## config.mk

```make
export PLATFORM = sky130hd
export DESIGN_NAME = two_class_job_queue
export DESIGN_NICKNAME = d
export VERILOG_FILES = /design/src/tcjq_pkg.sv /design/src/two_class_job_queue.sv /design/src/tcjq_dp.sv /design/src/tcjq_ctrl.sv
export SDC_FILE = /design/constraint.sdc
export NUM_CORES = 1
export LEC_CHECK = 0
export BUFFER_PORTS_ARGS = -buffer_cell sky130_fd_sc_hd__buf_4
export CAP_MARGIN = 25
export CORE_MARGIN = 3
export CORE_UTILIZATION = 55
export CTS_BUF_LIST = sky130_fd_sc_hd__clkbuf_2
export CTS_CLUSTER_DIAMETER = 40
export DETAILED_ROUTE_END_ITERATION = 7
export GPL_TIMING_DRIVEN = 0
export PLACE_DENSITY = 0.68
export SLEW_MARGIN = 20
export SYNTH_ARGS = -nofsm -noshare
export SYNTH_HDL_FRONTEND = slang
export SYNTH_SLANG_ARGS = --single-unit
```

## constraint.sdc

```tcl
create_clock -name clk -period 6.1 [get_ports clk]
set_input_delay 0.61 -clock clk [delete_from_list [all_inputs] [get_ports clk]]
set_output_delay 0.61 -clock clk [all_outputs]
set_load 0.05 [all_outputs]
```

## src/tcjq_pkg.sv

```systemverilog
`timescale 1ns / 1ps
// ----------------------------------------------------------------------------
// tcjq_pkg
// shared types and constants of the two-class job queue: command and
// response words, mode codes, controller to datapath command/status
// ----------------------------------------------------------------------------
package tcjq_pkg;

	localparam int ID_FIELD_W = 16;
	localparam int PAGE_W     = 16;
	localparam int MODE_W     = 3;

	// command modes
	localparam logic [MODE_W-1:0] MODE_ADD      = 3'd0;
	localparam logic [MODE_W-1:0] MODE_PROCESS  = 3'd1;
	localparam logic [MODE_W-1:0] MODE_CANCEL   = 3'd2;
	localparam logic [MODE_W-1:0] MODE_LIST_FWD = 3'd3;
	localparam logic [MODE_W-1:0] MODE_LIST_REV = 3'd4;

	typedef struct packed {
		logic [MODE_W-1:0]     mode;
		logic [ID_FIELD_W-1:0] job_id;
		logic [PAGE_W-1:0]     page_count;
		logic                  urgent;
	} cmd_t;

	typedef struct packed {
		logic                  found;
		logic [ID_FIELD_W-1:0] out_id;
		logic [PAGE_W-1:0]     out_pages;
		logic                  out_urgent;
		logic                  last;
	} rsp_t;

	// which logical slot the storage read addresses
	typedef enum logic [1:0] {
		RD_FWD  = 2'd0,  // slot idx
		RD_REV  = 2'd1,  // slot count-1-idx
		RD_NEXT = 2'd2   // slot idx+1
	} rd_sel_t;

	typedef struct packed {
		logic    latch;        // capture command word, clear index
		logic    rd_en;
		rd_sel_t rd_sel;
		logic    idx_inc;
		logic    emit_hit;     // send job from read data
		logic    emit_miss;    // send not-found word
		logic    emit_last_idx;// last flag from index, else forced
		logic    add_write;
		logic    pop_head;
		logic    shift_write;  // read data moves down to slot idx
		logic    count_dec;
	} ctl_t;

	typedef struct packed {
		logic [MODE_W-1:0] mode;
		logic              count_zero;
		logic              full;
		logic              idx_end;
		logic              idx_last;
		logic              idx_zero;
		logic              match;
		logic              out_free;
	} sts_t;

endpackage

```

## src/two_class_job_queue.sv

```systemverilog
`timescale 1ns / 1ps
// ----------------------------------------------------------------------------
// two_class_job_queue
// ordered job queue with urgent jobs pushed at the head and normal jobs
// at the tail; commands add, process head, cancel by id and list
// ----------------------------------------------------------------------------
//
// channel   dir  word     handshake              notes
// cmd       in   cmd_t    cmd_valid / cmd_stall  one command per word
// rsp       out  rsp_t    rsp_valid / rsp_stall  none for an add, one or more words for other commands
//
// - one command at a time; every queue access goes through the one storage
//   memory, at most one read or write per step for scans, moves and listing
// - add: duplicate search over the queue
// - cancel: a head job is popped; for any other job,
//   the jobs behind the removed one move up one slot each
// - reset empties the queue at once
// - a stalled response holds the sequencer only at the next word it sends;
//   the next command is taken while the last word still waits
//
module two_class_job_queue import tcjq_pkg::*; #(
	parameter int QUEUE_DEPTH = 16,
	parameter int ID_BITS     = 16
) (
	input  logic clk,
	input  logic arst_n,
	// command side
	input  logic cmd_valid,
	output logic cmd_stall,
	input  cmd_t cmd,
	// response side
	output logic rsp_valid,
	input  logic rsp_stall,
	output rsp_t rsp
);

	// command and status between sequencer and datapath
	ctl_t ctl;
	sts_t sts;

	tcjq_ctrl u_ctrl (
		.clk       (clk),
		.arst_n    (arst_n),
		.cmd_valid (cmd_valid),
		.cmd_stall (cmd_stall),
		.sts       (sts),
		.ctl       (ctl)
	);

	// storage is a circular buffer so urgent adds and head removal need
	// no moves; only a cancel in the middle moves entries
	tcjq_dp #(
		.QUEUE_DEPTH (QUEUE_DEPTH),
		.ID_BITS     (ID_BITS)
	) u_dp (
		.clk       (clk),
		.arst_n    (arst_n),
		.cmd       (cmd),
		.ctl       (ctl),
		.sts       (sts),
		.rsp_stall (rsp_stall),
		.rsp       (rsp),
		.rsp_valid (rsp_valid)
	);

endmodule

```

## src/tcjq_dp.sv

```systemverilog
`timescale 1ns / 1ps
// ----------------------------------------------------------------------------
// tcjq_dp
// job storage as a circular buffer in one memory, head/count/index
// registers, command word holding register and response register
// ----------------------------------------------------------------------------
module tcjq_dp import tcjq_pkg::*; #(
	parameter int QUEUE_DEPTH = 16,
	parameter int ID_BITS     = 16
) (
	input  logic clk,
	input  logic arst_n,
	input  cmd_t cmd,
	input  ctl_t ctl,
	output sts_t sts,
	input  logic rsp_stall,
	output rsp_t rsp,
	output logic rsp_valid
);

	localparam int AW   = $clog2(QUEUE_DEPTH);
	localparam int CW   = $clog2(QUEUE_DEPTH + 1);
	localparam int ID_W = (ID_BITS < ID_FIELD_W) ? ID_BITS : ID_FIELD_W;
	localparam int EW   = ID_W + PAGE_W + 1;
	localparam logic [CW:0]   DEPTH_X   = (CW+1)'(QUEUE_DEPTH);
	localparam logic [CW-1:0] DEPTH_C   = CW'(QUEUE_DEPTH);
	localparam logic [AW-1:0] LAST_SLOT = AW'(QUEUE_DEPTH - 1);

	// logical position to physical slot, wrapping past the end
	function automatic logic [AW-1:0] slot(input logic [AW-1:0] h, input logic [CW-1:0] i);
		logic [CW:0] sum;
		sum = (CW+1)'(h) + (CW+1)'(i);
		if (sum >= DEPTH_X) begin
			sum = sum - DEPTH_X;
		end
		return sum[AW-1:0];
	endfunction

	logic [EW-1:0]     mem [QUEUE_DEPTH];
	logic [EW-1:0]     rd_data_q;
	logic [AW-1:0]     head_q;
	logic [CW-1:0]     count_q;
	logic [CW-1:0]     idx_q;
	logic [MODE_W-1:0] mode_q;
	logic [ID_W-1:0]   id_q;
	logic [PAGE_W-1:0] pages_q;
	logic              urgent_q;
	rsp_t              rsp_q;
	logic              rsp_valid_q;

	logic [AW-1:0]     head_dec;
	logic [AW-1:0]     head_inc;
	logic [CW-1:0]     idx_plus1;
	logic [CW-1:0]     rd_log;
	logic [AW-1:0]     rd_addr;
	logic [AW-1:0]     wr_addr;
	logic [EW-1:0]     wr_data;
	logic              wr_en;
	logic [ID_W-1:0]   rd_id;
	logic              out_free;

	assign head_dec  = (head_q == '0) ? LAST_SLOT : head_q - AW'(1);
	assign head_inc  = (head_q == LAST_SLOT) ? '0 : head_q + AW'(1);
	assign idx_plus1 = idx_q + CW'(1);
	assign rd_id     = rd_data_q[EW-1 -: ID_W];
	assign out_free  = !rsp_valid_q || !rsp_stall;

	always_comb begin
		case (ctl.rd_sel)
			RD_FWD:  rd_log = idx_q;
			RD_REV:  rd_log = count_q - idx_q - CW'(1);
			RD_NEXT: rd_log = idx_plus1;
			default: rd_log = idx_q;
		endcase
	end
	assign rd_addr = slot(head_q, rd_log);

	always_comb begin
		wr_en   = ctl.add_write || ctl.shift_write;
		wr_data = rd_data_q;
		wr_addr = slot(head_q, idx_q);
		if (ctl.add_write) begin
			wr_data = {id_q, pages_q, urgent_q};
			wr_addr = urgent_q ? head_dec : slot(head_q, count_q);
		end
	end

	always_ff @(posedge clk) begin
		if (wr_en) begin
			mem[wr_addr] <= wr_data;
		end
		if (ctl.rd_en) begin
			rd_data_q <= mem[rd_addr];
		end
	end

	// command word
	always_ff @(posedge clk) begin
		if (ctl.latch) begin
			mode_q   <= cmd.mode;
			id_q     <= cmd.job_id[ID_W-1:0];
			pages_q  <= cmd.page_count;
			urgent_q <= cmd.urgent;
		end
	end

	always_ff @(posedge clk or negedge arst_n) begin
		if (!arst_n) begin
			head_q  <= '0;
			count_q <= '0;
			idx_q   <= '0;
		end else begin
			if (ctl.add_write) begin
				count_q <= count_q + CW'(1);
				if (urgent_q) begin
					head_q <= head_dec;
				end
			end else if (ctl.pop_head) begin
				count_q <= count_q - CW'(1);
				head_q  <= head_inc;
			end else if (ctl.count_dec) begin
				count_q <= count_q - CW'(1);
			end
			if (ctl.latch) begin
				idx_q <= '0;
			end else if (ctl.idx_inc) begin
				idx_q <= idx_plus1;
			end
		end
	end

	// response register
	always_ff @(posedge clk or negedge arst_n) begin
		if (!arst_n) begin
			rsp_valid_q <= 1'b0;
		end else if (ctl.emit_hit || ctl.emit_miss) begin
			rsp_valid_q <= 1'b1;
		end else if (!rsp_stall) begin
			rsp_valid_q <= 1'b0;
		end
	end

	always_ff @(posedge clk) begin
		if (ctl.emit_hit) begin
			rsp_q.found      <= 1'b1;
			rsp_q.out_id     <= ID_FIELD_W'(rd_id);
			rsp_q.out_pages  <= rd_data_q[PAGE_W:1];
			rsp_q.out_urgent <= rd_data_q[0];
			rsp_q.last       <= ctl.emit_last_idx ? (idx_plus1 == count_q) : 1'b1;
		end else if (ctl.emit_miss) begin
			rsp_q <= '{found: 1'b0, out_id: '0, out_pages: '0, out_urgent: 1'b0,
				last: 1'b1};
		end
	end

	assign rsp       = rsp_q;
	assign rsp_valid = rsp_valid_q;

	assign sts.mode       = mode_q;
	assign sts.count_zero = (count_q == '0);
	assign sts.full       = (count_q == DEPTH_C);
	assign sts.idx_end    = (idx_q == count_q);
	assign sts.idx_last   = (idx_plus1 == count_q);
	assign sts.idx_zero   = (idx_q == '0);
	assign sts.match      = (rd_id == id_q);
	assign sts.out_free   = out_free;

endmodule

```

## src/tcjq_ctrl.sv

```systemverilog
`timescale 1ns / 1ps
// ----------------------------------------------------------------------------
// tcjq_ctrl
// command sequencer: scan, add, emit, shift and list steps over the
// datapath, at most one storage access per step
// ----------------------------------------------------------------------------
module tcjq_ctrl import tcjq_pkg::*; (
	input  logic clk,
	input  logic arst_n,
	input  logic cmd_valid,
	output logic cmd_stall,
	input  sts_t sts,
	output ctl_t ctl
);

	typedef enum logic [9:0] {
		S_IDLE      = 10'b00_0000_0001,
		S_DECODE    = 10'b00_0000_0010,
		S_SCAN_RD   = 10'b00_0000_0100,
		S_SCAN_CMP  = 10'b00_0000_1000,
		S_EMIT_HIT  = 10'b00_0001_0000,
		S_EMIT_MISS = 10'b00_0010_0000,
		S_SHIFT_RD  = 10'b00_0100_0000,
		S_SHIFT_WR  = 10'b00_1000_0000,
		S_LIST_RD   = 10'b01_0000_0000,
		S_LIST_EMIT = 10'b10_0000_0000
	} state_t;

	state_t state_q, state_d;

	assign cmd_stall = (state_q != S_IDLE);

	always_comb begin
		state_d = state_q;
		ctl     = '0;
		unique case (state_q)
			S_IDLE: begin
				if (cmd_valid) begin
					ctl.latch = 1'b1;
					state_d   = S_DECODE;
				end
			end
			S_DECODE: begin
				unique case (sts.mode) inside
					MODE_ADD, MODE_CANCEL: begin
						state_d = S_SCAN_RD;
					end
					MODE_PROCESS: begin
						if (sts.count_zero) begin
							state_d = S_EMIT_MISS;
						end else begin
							ctl.rd_en  = 1'b1;
							ctl.rd_sel = RD_FWD;
							state_d    = S_EMIT_HIT;
						end
					end
					MODE_LIST_FWD, MODE_LIST_REV: begin
						state_d = sts.count_zero ? S_EMIT_MISS : S_LIST_RD;
					end
					default: begin
						state_d = S_EMIT_MISS;
					end
				endcase
			end
			S_SCAN_RD: begin
				if (sts.idx_end) begin
					// no match in the queue
					if (sts.mode == MODE_ADD) begin
						ctl.add_write = !sts.full;
						state_d       = S_IDLE;
					end else begin
						state_d = S_EMIT_MISS;
					end
				end else begin
					ctl.rd_en  = 1'b1;
					ctl.rd_sel = RD_FWD;
					state_d    = S_SCAN_CMP;
				end
			end
			S_SCAN_CMP: begin
				if (sts.match) begin
					// duplicate add is ignored
					state_d = (sts.mode == MODE_ADD) ? S_IDLE : S_EMIT_HIT;
				end else begin
					ctl.idx_inc = 1'b1;
					state_d     = S_SCAN_RD;
				end
			end
			S_EMIT_HIT: begin
				if (sts.out_free) begin
					ctl.emit_hit = 1'b1;
					if (sts.idx_zero) begin
						ctl.pop_head = 1'b1;
						state_d      = S_IDLE;
					end else begin
						state_d = S_SHIFT_RD;
					end
				end
			end
			S_EMIT_MISS: begin
				if (sts.out_free) begin
					ctl.emit_miss = 1'b1;
					state_d       = S_IDLE;
				end
			end
			S_SHIFT_RD: begin
				if (sts.idx_last) begin
					ctl.count_dec = 1'b1;
					state_d       = S_IDLE;
				end else begin
					ctl.rd_en  = 1'b1;
					ctl.rd_sel = RD_NEXT;
					state_d    = S_SHIFT_WR;
				end
			end
			S_SHIFT_WR: begin
				ctl.shift_write = 1'b1;
				ctl.idx_inc     = 1'b1;
				state_d         = S_SHIFT_RD;
			end
			S_LIST_RD: begin
				ctl.rd_en  = 1'b1;
				ctl.rd_sel = (sts.mode == MODE_LIST_REV) ? RD_REV : RD_FWD;
				state_d    = S_LIST_EMIT;
			end
			S_LIST_EMIT: begin
				if (sts.out_free) begin
					ctl.emit_hit      = 1'b1;
					ctl.emit_last_idx = 1'b1;
					if (sts.idx_last) begin
						state_d = S_IDLE;
					end else begin
						ctl.idx_inc = 1'b1;
						state_d     = S_LIST_RD;
					end
				end
			end
			default: begin
				state_d = S_IDLE;
			end
		endcase
	end

	always_ff @(posedge clk or negedge arst_n) begin
		if (!arst_n) begin
			state_q <= S_IDLE;
		end else begin
			state_q <= state_d;
		end
	end

endmodule
```

# --- After elaboration in Yosys (flattened, before gate mapping) ---
# Memories as Yosys holds them, arrays and structs flattened. A register that Yosys moved wholly into a read port is not among the register bits.
# Index checks and enable logic that the tools add are counted.
word_totals:
  word_cells: 141
  register_bits: 96
  input_bits: 40
  n_memories: 1
  ramBits: 528
op_classes:
  add_sub_neg: 13
  reduce_logical: 18
  n_eq_ne: 28
  n_lt_le_gt_ge: 3
  mux: 64
mem_list:
  columns: ["name", "words", "width", "rd", "rd_clocked_by_memory_dff", "wr", "line_no", "rtl"]
  rows:
  - ["u_dp.mem", 16, 33, 1, 1, 1, "tcjq_dp.sv:39", "logic [EW-1:0] mem [QUEUE_DEPTH];"]
op_table:
  columns: ["cell", "n"]
  rows:
  - ["10-bit case mux with 10 select lines", 1]
  - ["34-bit 2-to-1 mux", 2]
  - ["10-bit 2-to-1 mux", 6]
  - ["4-bit 2-to-1 mux", 10]
  - ["33-bit 2-to-1 mux", 1]
  - ["5-bit 2-to-1 mux", 6]
  - ["10-bit case mux with 3 select lines", 1]
  - ["1-bit 2-to-1 mux", 22]
  - ["4-bit by 5-bit adder with 6-bit output", 3]
  - ["6-bit by 5-bit >= comparator with 1-bit output (second input constant)", 3]
  - ["9-bit 2-to-1 mux", 2]
  - ["16-bit equality test", 1]
  - ["4-bit by 1-bit subtractor with 4-bit output (second input constant)", 4]
  - ["3-bit 2-to-1 mux", 4]
  - ["6-bit 2-to-1 mux", 2]
  - ["3-bit case mux with 4 select lines", 1]
  - ["5-bit by 1-bit adder with 5-bit output (second input constant)", 2]
  - ["10-bit by 1-bit equality test with 1-bit output (second input constant)", 1]
  - ["10-bit equality test (second input constant)", 1]
  - ["10-bit by 2-bit equality test with 1-bit output (second input constant)", 1]
  - ["10-bit by 3-bit equality test with 1-bit output (second input constant)", 1]
  - ["10-bit by 4-bit equality test with 1-bit output (second input constant)", 1]
  - ["10-bit by 5-bit equality test with 1-bit output (second input constant)", 1]
  - ["10-bit by 6-bit equality test with 1-bit output (second input constant)", 1]
  - ["other kinds (33)", 48]

# --- Depth between registers and ports, before layout ---
logic_depth:
  ltp_word: 9
  mapped_depth: 19

# --- Modules after synthesis ---
# From an unflattened synthesis, not the netlist that was laid out.
hier_totals:
  hier_cells: 1659
  area_unflattened_um2: 28472.3
by_module_without_submodules:
  columns: ["module", "instances", "area_each_um2", "cells_per_inst"]
  rows:
  - ["tcjq_dp", 1, 27614.0, 1550]
  - ["tcjq_ctrl", 1, 858.3, 109]

# --- Worst setup path before layout ---
# OpenSTA, ideal clock, no wires.
synth_path:
  path_type: "flip-flop to flip-flop"
  startpoint: "register u_ctrl.state_q[3]"
  endpoint: "register u_dp.rd_data_q[0], read port of u_dp.mem, data pin"
  arrival_time_ns: 4.576
  setup_slack_ns: 1.252
  setup_ns: 0.272
  path_stages_with_launch: 18
  cell_sequence: "dfrtp_1 > or4_4 > nor3_1 > nand4b_1 > nor2_1 > inv_1 > ha_1 > clkbuf_1 > a221oi_1 > a21oi_1 > ha_1 > inv_1 > fa_1 > clkbuf_1 > clkbuf_1 > clkbuf_1 > mux4_2 > mux4_2"
synth_via:
  elab_chain_cells: 7
synth_rtl:
  columns: ["item", "line_no", "rtl"]
  rows:
  - ["from (decl)", "tcjq_ctrl.sv:29", "state_t state_q, state_d;"]
  - ["from (signal assigned)", "tcjq_ctrl.sv:148", "state_q <= state_d;"]
  - ["10-bit by 9-bit equality test with 1-bit output (tied with other cells)", "tcjq_ctrl.sv:36", "unique case (state_q)"]
  - ["3-bit case mux with 4 select lines (*)", "tcjq_ctrl.sv:36", null]
  - ["2-bit equality test / 2-bit by 1-bit equality test with 1-bit output (equally long branches)", "tcjq_dp.sv:69", "case (ctl.rd_sel)"]
  - ["5-bit case mux with 2 select lines", "tcjq_dp.sv:69", null]
  - ["4-bit by 5-bit adder with 6-bit output", "tcjq_dp.sv:32", "sum = (CW+1)'(h) + (CW+1)'(i);"]
  - ["6-bit by 5-bit >= comparator with 1-bit output / 4-bit by 1-bit subtractor with 4-bit output (equally long branches)", "tcjq_dp.sv:33, tcjq_dp.sv:34", null]
  - ["4-bit 2-to-1 mux", "tcjq_dp.sv:33", "if (sum >= DEPTH_X) begin"]
  - ["to (decl)", "tcjq_dp.sv:40", "logic [EW-1:0] rd_data_q;"]
# Every way passes the cells marked *; elsewhere a longest branch is shown, timed or not.
# A chain may end at the register's enable or synchronous reset.

# --- Final worst setup path ---
layout_path:
  startpoint: "register u_dp.idx_q[0]"
  endpoint: "register u_dp.rd_data_q[8], read port of u_dp.mem, data pin"
layout_via:
  elab_chain_cells: 9
layout_rtl:
  columns: ["item", "line_no", "rtl"]
  rows:
  - ["from (decl)", "tcjq_dp.sv:43", "logic [CW-1:0] idx_q;"]
  - ["from (signal assigned)", "tcjq_dp.sv:127", "idx_q <= idx_plus1;"]
  - ["5-bit by 1-bit adder with 5-bit output", "tcjq_dp.sv:64", "assign idx_plus1 = idx_q + CW'(1);"]
  - ["5-bit equality test", "tcjq_dp.sv:163", "assign sts.idx_last = (idx_plus1 == count_q);"]
  - ["3-bit 2-to-1 mux", "tcjq_ctrl.sv:107", "if (sts.idx_last) begin"]
  - ["3-bit case mux with 4 select lines", "tcjq_ctrl.sv:36", null]
  - ["2-bit equality test / 2-bit by 1-bit equality test with 1-bit output (equally long branches)", "tcjq_dp.sv:69", null]
  - ["5-bit case mux with 2 select lines", "tcjq_dp.sv:69", null]
  - ["4-bit by 5-bit adder with 6-bit output", "tcjq_dp.sv:32", null]
  - ["6-bit by 5-bit >= comparator with 1-bit output / 4-bit by 1-bit subtractor with 4-bit output (equally long branches)", "tcjq_dp.sv:33, tcjq_dp.sv:34", null]
  - ["4-bit 2-to-1 mux", "tcjq_dp.sv:33", null]
# Parallel ways exist; a longest one is shown, timed or not.

==> metrics.txt <==
result of the run finished clean; critical path start-end classification reg2reg; clock root buffer master sky130_fd_sc_hd__clkbuf_2; power per standard cell area 344 nW/µm²; Buf/Inv on CP 6; routed length per instance between 20 and 30 µm; TritonCTS buffer count about 170; Longest Clk Path Bufs 3; CTS tree done; combinational family with the most area after synthesis multiplexers; critical path's most frequent cell sky130_fd_sc_hd__ha_1; Worst setup SP type register; Syn Area/Cell approximately 20 µm²; simple-gate share of the synthesized area 4.93%; WHS about 170 ps; DPL Wire Length about 42 mm; Fmax 170 MHz; via count 14770; count of buffers inserted at the top-level ports 76; CP delay by family, top buffers and inverters; highest ir drop seen on vdd 0.213 mV; portion of netlist area occupied by mux cells about 14%; Post-Layout Cell Count 2438; total number of nets in the final design 1776; DRC violations left 0; # Post-CTS Setup Buffers 0; post-route cell area 31300 µm²; io pins 77; crit path max fanout 10; count of flip-flops with a built-in enable after synthesis approximately 630; worst setup skew after layout ~89 ps; number of clock sinks 657; pins over their slew limit 0; vias per cell between 6 and 7; drt total wl 65.5 mm; actual slew at the worst max-slew pin approximately 1000 ps; stage delay of the slowest cell on the critical path approximately 830 ps; placeable core region between 40000 and 50000 µm²; launch point of the worst hold path cmd_valid; sequential area share after synthesis between 70% and 80%; flop and latch count out of synthesis between 600 and 700; global-route wire length before repair between 90 and 100 mm; cells along the critical path ha_1 -> clkbuf_1 -> o21ba_2 -> a22oi_1 -> o2111a_1 -> nor2_1 -> inv_1 -> ha_1 -> clkbuf_1 -> a221oi_1 -> a21oi_1 -> ha_1 -> inv_1 -> fa_1 -> clkbuf_2 -> clkbuf_2 -> mux4_2 -> mux4_2; antenna viol nets, final 0; Detailed Routing Iterations Pass 1 5; standard cell with the maximum stage delay on the critical path sky130_fd_sc_hd__fa_1; launching instance or port of the critical path u_dp.idx_q[0]; Data required, critical path 7080 ps; GRT Overall Usage between 20% and 30%; Mapped Area approximately 26000 µm²; vias in the first global route approximately 15000; number of distinct library cells after synthesis 67; number of cells produced by synthesis between 1000 and 1500; fill cell instance count of the final layout about 3200; Rel. slew slack 29.7%; setup-violating endpoint count in the final report 0; post-detailed-placement cell area roughly 29000 µm²; number of DRC violations after detailed-routing iteration 0 between 1500 and 2000; class of the worst hold path in2reg; antenna violations before repair 2; Final Hold Violating Endpoints 0; fraction of the mapped netlist area in adder cells roughly 1.4%; RSZ-0062 raised after global routing false; critical path endpoint category register; Die Footprint between 50000 and 60000 µm²; minimum period implied by the final worst setup slack ~5900 ps; max-capacitance violation count 0; synth warn 0; deepest level of the CTS H-tree 4; die extent in x between 200 and 250 µm; effective utilization at floorplan between 50% and 60%; fraction of final layout cells sized beyond drive strength 1 roughly 33%; synthesized-area fraction occupied by ao, oa, aoi and oai cells 2.37%; CTS clk-pin slew, worst paths roughly 100 ps; Tot Pwr around 0.011 W; share of the clock period used by the worst path after layout approximately 97%; pin count of the biggest net entering global routing 26; flip-flop cell with the highest count after synthesis sky130_fd_sc_hd__edfxtp_1; final weighted congestion of routability-driven global placement between 0.8 and 0.9; Area Overhead vs Synth 18.5%; critical path data arrival time slightly below 7000 ps; synthesized-area fraction occupied by xor and xnor cells around 1.4%; share of async-settable or async-resettable flops after synthesis between 3 and 4%; clk_lat worst skew about 1300 ps; reg-to-reg critical path startpoint u_dp.idx_q[0]; row count 79; Mapped Nets ~1400; standby leakage power roughly 11 nW; total grt overflow 0; die boundary height approximately 230 µm; cell count after placement 2069
==> per-layer routing <==
layer	wire, µm	up-vias	share of wire [%]	GRT usage [%]
li1	-	6286	-	-
met1	25800	7549	39	37.0
met2	32000	818	49	42.5
met3	6140	117	9.4	7.27
met4	1580	0	2.4	9.45
met5	0	-	0	0
==> kinds of logic after synthesis <==
logic type / count (synthesis)
flip-flops: 657
AND/OR/NAND/NOR: 268
multiplexers: 174
AO/OA/AOI/OAI: 93
buffers and inverters: 83
XOR/XNOR: 41
adder cells (fa/ha/maj): 27
==> sequential cells by signal, summed over array words and instances, names as in the netlist <==
signal	cells
u_dp.id_q	16
u_dp.count_q	5
u_dp.pages_q	16
u_ctrl.state_q	10
u_dp.idx_q	5
u_dp.urgent_q	1
u_dp.mode_q	3
u_dp.rd_data_q	33
u_dp.rsp	35
u_dp.mem	528
u_dp.head_q	4
u_dp.rsp_valid	1
==> cells in the mapped netlist, drive strengths merged (3+ instances only) <==
master	number	share of area, %
xor2	25	0.83
edfxtp	631	72
nor2	49	0.70
nor3	8	0.15
mux2i	7	0.27
o21bai	3	0.085
fa	5	0.38
ha	22	1.0
or4	3	0.11
a31oi	9	0.21
nor2b	6	0.14
o31ai	3	0.085
and2	36	0.85
nand3	11	0.21
o21ai	22	0.42
nand2b	5	0.12
inv	23	0.33
a21o	8	0.23
a21oi	18	0.34
xnor2	16	0.53
nand2	115	1.6
a2111oi	4	0.13
buf	19	0.34
dfrtp	24	2.3
clkbuf	41	0.58
nand3b	4	0.11
o22ai	4	0.095
and4	3	0.10
nor4	9	0.24
nand4	8	0.19
mux4	165	14
==> worst register-to-register path: stages (launching register included) <==
cell                       delay [ps]
sky130_fd_sc_hd__dfrtp_1          490
sky130_fd_sc_hd__ha_1             190
sky130_fd_sc_hd__clkbuf_1         340
sky130_fd_sc_hd__o21ba_2          210
sky130_fd_sc_hd__a22oi_1           90
sky130_fd_sc_hd__o2111a_1         370
sky130_fd_sc_hd__nor2_1           250
sky130_fd_sc_hd__inv_1             70
sky130_fd_sc_hd__ha_1             270
sky130_fd_sc_hd__clkbuf_1         260
sky130_fd_sc_hd__a221oi_1         100
sky130_fd_sc_hd__a21oi_1          170
sky130_fd_sc_hd__ha_1             210
sky130_fd_sc_hd__inv_1             70
sky130_fd_sc_hd__fa_1             830
sky130_fd_sc_hd__clkbuf_2         360
sky130_fd_sc_hd__clkbuf_2         430
sky130_fd_sc_hd__mux4_2           390
sky130_fd_sc_hd__mux4_2           500
==> worst paths after layout <==
path                                      to  slack (ps)  depth (start not counted)
setup / recovery           u_dp.rd_data_q[8]         200                         18
hold / removal             u_ctrl.state_q[1]         170                          4
setup reg to reg           u_dp.rd_data_q[8]         200                         18
hold reg to reg                 u_dp.rsp[34]         470                          2
max in group asynchronous  u_ctrl.state_q[0]        5530                          4
min in group asynchronous      u_dp.idx_q[3]         330                          4
==> placed cells by master, fill, tap and decap left out, types with 7 or more instances in the layout <==
master	count
sky130_fd_sc_hd__xnor2_1	16
sky130_fd_sc_hd__buf_2	18
sky130_fd_sc_hd__nand2_1	115
sky130_fd_sc_hd__dfrtp_1	24
sky130_fd_sc_hd__a21o_1	8
sky130_fd_sc_hd__a31oi_1	9
sky130_fd_sc_hd__mux2i_1	7
sky130_fd_sc_hd__nor2_1	32
sky130_fd_sc_hd__and2_1	36
sky130_fd_sc_hd__edfxtp_1	631
sky130_fd_sc_hd__a21oi_1	16
sky130_fd_sc_hd__nand4_1	8
sky130_fd_sc_hd__nor2_4	17
sky130_fd_sc_hd__buf_16	29
sky130_fd_sc_hd__buf_12	8
sky130_fd_sc_hd__clkinv_1	39
sky130_fd_sc_hd__inv_1	22
sky130_fd_sc_hd__dlygate4sd3_1	76
sky130_fd_sc_hd__nand3_1	11
sky130_fd_sc_hd__o21ai_0	18
sky130_fd_sc_hd__clkbuf_2	243
sky130_fd_sc_hd__clkbuf_1	28
sky130_fd_sc_hd__xor2_1	25
sky130_fd_sc_hd__ha_1	22
sky130_fd_sc_hd__mux4_2	165
sky130_fd_sc_hd__nor3_1	8
sky130_fd_sc_hd__nor4_1	8
sky130_fd_sc_hd__buf_4	79
==> report_power, final <==
| group | switching, W | total [W] | internal [W] |
|---|---|---|---|
| logic | 0.00130 | 0.00252 | 0.00122 |
| clock network | 0.00174 | 0.00298 | 0.00124 |
| registers | 0.000103 | 0.00524 | 0.00514 |
| total | 0.00314 | 0.0107 | 0.00760 |
==> cell type report <==
cell class	count	area [µm²]	area share, %
inverters	23	86.3	0.276
flip-flops and latches	657	19600	62.7
diodes	2	5.00	0.0160
repair buffers	200	2420	7.75
clock inverters	54	357	1.14
well taps	607	759	2.43
plain buffers	59	268	0.856
multi-input cells	603	6610	21.1
clock buffers	233	1170	3.73
==> stage by stage <==
step | setup TNS, ps | setup WS [ps] | utilization, %
floorplan | 0 | 1250 | -
global placement | -161250 | -412 | 59.0
detailed placement | -9140 | -350 | 61.6
CTS | 0 | 4.39 | 66.5
global route | 0 | 4.82 | 66.6
finish | 0 | 201 | 66.6
==> repair_timing <==
item | CTS | global route
endpoints found under the hold margin | 133 | 0
hold buffers | 77 | 0
endpoints found under the setup margin | 33 | 33
resized for setup | 11 | 10
(Power assumes the default switching activity.)
